<file path="config.mk">
export PLATFORM = sky130hd
export DESIGN_NAME = bspq_seq
export DESIGN_NICKNAME = d
export VERILOG_FILES = /design/src/sv/bspq_pkg.sv /design/src/sv/bspq_seq.sv
export SDC_FILE = /design/constraint.sdc
export NUM_CORES = 1
export LEC_CHECK = 0
export BUFFER_PORTS_ARGS = -buffer_cell sky130_fd_sc_hd__buf_2
export CAP_MARGIN = 20
export CELL_PAD_IN_SITES_DETAIL_PLACEMENT = 1
export CELL_PAD_IN_SITES_GLOBAL_PLACEMENT = 1
export CORE_ASPECT_RATIO = 0.75
export CORE_MARGIN = 2
export CORE_UTILIZATION = 37
export CTS_CLUSTER_DIAMETER = 80
export DETAILED_ROUTE_END_ITERATION = 6
export GPL_TIMING_DRIVEN = 0
export PLACE_DENSITY_LB_ADDON = 0.3
export SLEW_MARGIN = 10
export SYNTH_ARGS = -nofsm -noshare
export SYNTH_HDL_FRONTEND = slang
export SYNTH_SLANG_ARGS = --single-unit
</file>
<file path="constraint.sdc">
create_clock -name aclk -period 6 [get_ports aclk]
set_input_delay 1.2 -clock aclk [delete_from_list [all_inputs] [get_ports aclk]]
set_output_delay 1.2 -clock aclk [all_outputs]
set_load 0.1 [all_outputs]
</file>
<file path="src/sv/bspq_pkg.sv">
`default_nettype none

package bspq_pkg;

    // fixed field widths
    localparam int IDX_BITS  = 10;
    localparam int DATA_BITS = 32;

    // operation codes
    localparam logic OP_WRITE = 1'b0;
    localparam logic OP_QUERY = 1'b1;

    typedef enum logic [2:0] {
        ST_CLEAR,
        ST_IDLE,
        ST_WR_WALK,
        ST_WR_UPD,
        ST_Q_BLK,
        ST_Q_ELEM,
        ST_Q_END,
        ST_RESULT
    } seq_state_t;

    // write strobes toward the two stores
    typedef struct packed {
        logic elem_we;
        logic blk_we;
    } mem_wr_t;

    // sequencer status
    typedef struct packed {
        logic clearing;
        logic idle;
    } seq_status_t;

endpackage

`default_nettype wire

</file>
<file path="src/sv/bspq_seq.sv">
`default_nettype none

module bspq_seq
    import bspq_pkg::*;
#(
    parameter int ENTRIES = 1024,
    parameter int BLOCK   = 32,
    localparam int NBLOCKS = (ENTRIES + BLOCK - 1) / BLOCK,
    localparam int IDX_W   = $clog2(ENTRIES),
    localparam int BLK_W   = (NBLOCKS > 1) ? $clog2(NBLOCKS) : 1,
    localparam int CW0     = $clog2(ENTRIES + BLOCK),
    localparam int CW      = ((CW0 > IDX_BITS) ? CW0 : IDX_BITS) + 1
) (
    input  wire                         aclk,
    input  wire                         aresetn,
    input  wire                         in_valid,
    output logic                        in_ready,
    input  wire                         in_operation,
    input  wire [IDX_BITS-1:0]          in_first_index,
    input  wire [IDX_BITS-1:0]          in_last_index,
    input  wire signed [DATA_BITS-1:0]  in_new_value,
    output logic                        res_valid,
    input  wire                         res_ready,
    output logic [DATA_BITS-1:0]        res_data,
    output mem_wr_t                     mem_wr,
    output logic [IDX_W-1:0]            elem_addr,
    output logic [DATA_BITS-1:0]        elem_wdata,
    input  wire [DATA_BITS-1:0]         elem_rdata,
    output logic [BLK_W-1:0]            blk_addr,
    output logic [DATA_BITS-1:0]        blk_wdata,
    input  wire [DATA_BITS-1:0]         blk_rdata,
    output seq_status_t                 status
);

    localparam logic [CW-1:0]    ENT_C    = CW'(ENTRIES);
    localparam logic [CW-1:0]    LAST_C   = CW'(ENTRIES - 1);
    localparam logic [CW-1:0]    BLK_C    = CW'(BLOCK);
    localparam logic [IDX_W-1:0] CLR_LAST = IDX_W'(ENTRIES - 1);
    localparam logic [IDX_W-1:0] NBLK_I   = IDX_W'(NBLOCKS);

    seq_state_t state_reg, state_next;

    logic [IDX_W-1:0]     clr_cnt_reg, clr_cnt_next;
    logic                 blk_pend_reg, blk_pend_next;
    logic                 elem_pend_reg, elem_pend_next;
    logic [CW-1:0]        k_reg, k_next;
    logic [CW-1:0]        first_reg, first_next;
    logic [DATA_BITS-1:0] val_reg, val_next;
    logic [CW-1:0]        base_reg, base_next;
    logic [BLK_W-1:0]     blk_reg, blk_next;
    logic [DATA_BITS-1:0] acc_reg, acc_next;
    logic                 sub_reg, sub_next;
    logic                 pass2_reg, pass2_next;

    logic [CW-1:0]        first_ext;
    logic [CW-1:0]        last_ext;
    logic [CW-1:0]        first_clamp;
    logic [CW-1:0]        last_clamp;
    logic                 step_ok;
    logic [DATA_BITS-1:0] rd_word;

    assign first_ext   = CW'(in_first_index);
    assign last_ext    = CW'(in_last_index);
    assign first_clamp = (first_ext > LAST_C) ? LAST_C : first_ext;
    assign last_clamp  = (last_ext > LAST_C) ? LAST_C : last_ext;
    // another whole block fits below the target index
    assign step_ok     = (base_reg + BLK_C) <= k_reg;
    assign rd_word     = elem_pend_reg ? elem_rdata : blk_rdata;

    // next state
    always_comb begin
        state_next = state_reg;
        unique case (state_reg)
            ST_CLEAR: begin
                if (clr_cnt_reg == CLR_LAST) begin
                    state_next = ST_IDLE;
                end
            end
            ST_IDLE: begin
                if (in_valid) begin
                    if (in_operation == OP_QUERY) begin
                        state_next = ST_Q_BLK;
                    end else if (first_ext < ENT_C) begin
                        state_next = ST_WR_WALK;
                    end
                end
            end
            ST_WR_WALK: begin
                if (!step_ok) begin
                    state_next = ST_WR_UPD;
                end
            end
            ST_WR_UPD: begin
                state_next = ST_IDLE;
            end
            ST_Q_BLK: begin
                if (!step_ok) begin
                    state_next = ST_Q_ELEM;
                end
            end
            ST_Q_ELEM: begin
                if (base_reg == k_reg) begin
                    state_next = ST_Q_END;
                end
            end
            ST_Q_END: begin
                if (!pass2_reg && first_reg != '0) begin
                    state_next = ST_Q_BLK;
                end else begin
                    state_next = ST_RESULT;
                end
            end
            ST_RESULT: begin
                if (res_ready) begin
                    state_next = ST_IDLE;
                end
            end
            default: begin
                state_next = ST_IDLE;
            end
        endcase
    end

    // outputs
    always_comb begin
        in_ready        = (state_reg == ST_IDLE);
        res_valid       = (state_reg == ST_RESULT);
        res_data        = acc_reg;
        status.clearing = (state_reg == ST_CLEAR);
        status.idle     = (state_reg == ST_IDLE);
        mem_wr.elem_we  = 1'b0;
        mem_wr.blk_we   = 1'b0;
        elem_addr       = k_reg[IDX_W-1:0];
        blk_addr        = blk_reg;
        elem_wdata      = val_reg;
        // read-modify-write of the block sum: add new, drop stored old
        blk_wdata       = blk_rdata + val_reg - elem_rdata;
        unique case (state_reg)
            ST_CLEAR: begin
                mem_wr.elem_we = 1'b1;
                mem_wr.blk_we  = (clr_cnt_reg < NBLK_I);
                elem_addr      = clr_cnt_reg;
                blk_addr       = clr_cnt_reg[BLK_W-1:0];
                elem_wdata     = '0;
                blk_wdata      = '0;
            end
            ST_WR_UPD: begin
                mem_wr.elem_we = 1'b1;
                mem_wr.blk_we  = 1'b1;
            end
            ST_Q_ELEM: begin
                elem_addr = base_reg[IDX_W-1:0];
            end
            default: begin
            end
        endcase
    end

    // datapath next values
    always_comb begin
        clr_cnt_next   = clr_cnt_reg;
        blk_pend_next  = 1'b0;
        elem_pend_next = 1'b0;
        k_next         = k_reg;
        first_next     = first_reg;
        val_next       = val_reg;
        base_next      = base_reg;
        blk_next       = blk_reg;
        acc_next       = acc_reg;
        sub_next       = sub_reg;
        pass2_next     = pass2_reg;

        // read data lands in the cycle after its address
        if (blk_pend_reg || elem_pend_reg) begin
            acc_next = sub_reg ? (acc_reg - rd_word) : (acc_reg + rd_word);
        end

        case (state_reg)
            ST_CLEAR: begin
                clr_cnt_next = clr_cnt_reg + 1'b1;
            end
            ST_IDLE: begin
                if (in_valid) begin
                    k_next     = (in_operation == OP_QUERY) ? last_clamp : first_ext;
                    first_next = first_clamp;
                    val_next   = in_new_value;
                    base_next  = '0;
                    blk_next   = '0;
                    acc_next   = '0;
                    sub_next   = 1'b0;
                    pass2_next = 1'b0;
                end
            end
            ST_WR_WALK: begin
                if (step_ok) begin
                    base_next = base_reg + BLK_C;
                    blk_next  = blk_reg + 1'b1;
                end
            end
            ST_Q_BLK: begin
                if (step_ok) begin
                    blk_pend_next = 1'b1;
                    base_next     = base_reg + BLK_C;
                    blk_next      = blk_reg + 1'b1;
                end
            end
            ST_Q_ELEM: begin
                elem_pend_next = 1'b1;
                if (base_reg != k_reg) begin
                    base_next = base_reg + 1'b1;
                end
            end
            ST_Q_END: begin
                // second pass subtracts the prefix before the first index
                if (!pass2_reg && first_reg != '0) begin
                    k_next     = first_reg - 1'b1;
                    base_next  = '0;
                    blk_next   = '0;
                    sub_next   = 1'b1;
                    pass2_next = 1'b1;
                end
            end
            default: begin
            end
        endcase
    end

    always_ff @(posedge aclk) begin
        if (!aresetn) begin
            state_reg     <= ST_CLEAR;
            clr_cnt_reg   <= '0;
            blk_pend_reg  <= 1'b0;
            elem_pend_reg <= 1'b0;
        end else begin
            state_reg     <= state_next;
            clr_cnt_reg   <= clr_cnt_next;
            blk_pend_reg  <= blk_pend_next;
            elem_pend_reg <= elem_pend_next;
        end
    end

    always_ff @(posedge aclk) begin
        k_reg     <= k_next;
        first_reg <= first_next;
        val_reg   <= val_next;
        base_reg  <= base_next;
        blk_reg   <= blk_next;
        acc_reg   <= acc_next;
        sub_reg   <= sub_next;
        pass2_reg <= pass2_next;
    end

endmodule

`default_nettype wire

</file>
==> run metrics <==
status=finished, final reports clean; GRT Total Usage=26.25%; # nets final=1853; # H-tree levels=4; Slew Viols, Final=0; final WL=40910 um; syn avg cell area=8.139 um2; die area=0.03142 mm2; Crit path max-delay family=simple AND/OR/NAND/NOR gates; Layout Utilization=46.42%; arrival time of the worst setup path=4.60 ns; CTS Sinks=119; FF-to-FF Start=elem_pend_reg$_SDFF_PN0_; syn nets=1598; input/output buffers=237; Final Skew=0.02106 ns; VDD IR max=0.1856 mV; hold buffer count at CTS=0; Vias=11111; Final Critical Period=5.804 ns; Initial Util=37.86%; Synth Cell Area=0.01110 mm2; wire length per cell=20.19 um; CTS tree=done; fin crit share=96.73%; f_max=0.1723 GHz; DP Worst Slack=-2.332 ns; post-detail-place hpwl=33930 um; EDFF count, synth=72; number of global-route vias before repair=11289; post-route DRC violation count=0; share of cells above drive strength 1=19.49%; RSZ-0062 raised after global routing=false; most frequent cells in the layout=233 x buf_2, 161 x inv_1, 133 x nor2_1, 125 x nand2_1, 103 x a21oi_1; reg2reg setup slack=0.45 ns; largest net degree at the start of global routing=36; crit start category=input pin; fill count=3636; Pre-antenna DRT Iters=7; WS Path Type=input pin to output pin; # setup viols final=0; Syn-to-layout area delta=22.62%; initial DRC count=684; Power, Total=2.540 mW; CP required=4.80 ns; root buf cell=clkbuf_16; Cell Pwr Density=186.6 mW/mm2; Skew-Pair Late Insertion Delay=0.44 ns; CP max-delay cell=fa_1; top fanout value on the critical path=5; headroom to the max-slew limit=43.10%; final worst slack=0.1959 ns; max cap viols=0; Synth async-reset ratio=0%; num ports=238; Yosys cell types=74; FF-to-FF path depth=21; num rows=54; CTS max path bufs=2; Bufs and invs on worst path=3; first-pass GRT wire length=63290 um; CP cell instances=buf_2, fa_1, inv_1, ha_1, and3_1, nand3_1, nor3_1, nand3b_1, or2_1, a21o_4, a41o_1, a31oi_1, mux2i_2, buf_4; commonest non-fill, non-tap cell in the layout=buf_2; Tightest Pin Transition=0.8536 ns; Final Hold Fails=0; synthesized flop and latch total=119; post-detailed-route count of antenna-violating nets=0; CTS clk-pin slew, worst paths=0.07 ns; GP Congestion=0.9116; Hold Path Origin=res_data[26]$_DFF_P_; HP Class=register to register; Critical Path Max Stage Delay=0.54 ns; Cells after Synth=1364; Fin Hold WS=0.4770 ns; number of synthesis warnings=0; Hold EP=res_data[26]$_DFF_P_; Leakage=6.424 nW; endpoint type of the worst setup path=output pin; die height=154.0 um; Seq/Total Area, Yosys=27.95%; Core Region=0.02932 mm2; vias per std cell=5.484; GR Overflow Total=0; Synth Flop Type=edfxtp_1; Die W=204.0 um; initial antenna violation count=5; FF-to-FF End=res_data[29]$_DFF_P_; Hold Path Depth=2; number of buffers created by CTS=17
[through the flow]
step                area [um2]  setup TNS [ns]  std cells
floorplan                11140         -0.5443       1364
global placement         12810          -28.86       1993
detailed placement       12830          -33.19       1994
CTS                      13480               0       2023
global route             13610               0       2024
finish                   13610               0       2026
[power breakdown]
group / leakage [nW] / total (mW) / internal (mW) / switching [mW]
Clock: 0.281 / 1.08 / 0.620 / 0.461
Combinational: 5.10 / 0.588 / 0.233 / 0.355
Sequential: 1.04 / 0.871 / 0.866 / 0.00427
[what timing repair did]
item / 4_1_cts / 5_1_grt
gates resized for setup: 20 / 21
pin swaps: 0 / 4
setup buffers: 0 / 2
hold endpoints to repair: 0 / 0
setup endpoints to repair: 29 / 21
[cells in the mapped netlist (8+ instances only)]
cell | count | area (um2)
inv_1 | 161 | 604.3
nor2_1 | 135 | 506.7
nand2_1 | 126 | 473.0
a21oi_1 | 107 | 535.5
ha_1 | 81 | 1013
edfxtp_1 | 72 | 2162
xor2_1 | 69 | 604.3
o21ai_0 | 53 | 265.3
dfxtp_1 | 47 | 940.9
clkbuf_1 | 45 | 168.9
xnor2_1 | 41 | 359.1
mux2i_1 | 35 | 350.3
a21o_1 | 34 | 255.2
fa_1 | 32 | 640.6
nor3_1 | 29 | 145.1
nand2b_1 | 24 | 150.1
nand3_1 | 22 | 110.1
a31oi_1 | 18 | 112.6
and2_1 | 17 | 106.4
nand4_1 | 17 | 106.4
a211oi_1 | 15 | 112.6
nor2b_1 | 12 | 75.07
and3_1 | 11 | 68.82
or3_1 | 11 | 68.82
buf_1 | 8 | 30.03
nand3b_1 | 8 | 60.06
o32ai_1 | 8 | 70.07
[routing by layer]
layer / part of all wire, % / global-route usage (%)
met1: 47 / 37.24
met2: 43 / 40.38
met3: 8.0 / 5.977
met4: 1.6 / 6.246
met5: 0.032 / 0
[area by class of cell]
| type | count | area (um2) | share of cell area [%] |
|---|---|---|---|
| multi-input cells | 1023 | 7318 | 53.76 |
| well taps | 392 | 490.5 | 3.603 |
| diodes | 2 | 5.005 | 0.03676 |
| clock inverters | 15 | 166.4 | 1.222 |
| plain buffers | 56 | 242.7 | 1.783 |
| clock buffers | 17 | 425.4 | 3.125 |
| inverters | 162 | 608.1 | 4.467 |
| repair buffers | 240 | 1252 | 9.200 |
| flip-flops and latches | 119 | 3104 | 22.80 |
[cell families (layout without fill, tap and decap cells)]
logic type	count (synthesis)	after routing	share of synthesized area, %
simple gates	451	451	19.57
compound gates	313	313	17.94
buf+inv	222	490	7.607
flops	119	119	27.95
fa+ha+maj	113	113	14.90
xor+xnor	110	110	8.678
mux	36	36	3.359
other cells	0	2	0
[worst reg2reg max path, delay by kind of cell (launching register included)]
family	cells	cell delay, ns
flops	1	0.44
xor+xnor	1	0.19
fa+ha+maj	2	0.64
buf+inv	4	1.08
mux	1	0.29
compound gates	7	1.66
simple gates	6	1.17
[how the worst max path moves through the flow]
stage / from / to / depth (start not counted)
3_3_place_gp: elem_pend_reg$_SDFF_PN0_ / res_data[29]$_DFF_P_ / 24
2_1_floorplan: state_reg[0]$_SDFFE_PN0P_ / elem_addr[1] / 7
5_1_grt: blk_rdata[1] / blk_wdata[20] / 16
6_report: elem_rdata[8] / blk_wdata[29] / 14
3_5_place_dp: elem_pend_reg$_SDFF_PN0_ / res_data[29]$_DFF_P_ / 24
4_1_cts: elem_rdata[1] / blk_wdata[20] / 14
(Power assumes the default switching activity.)
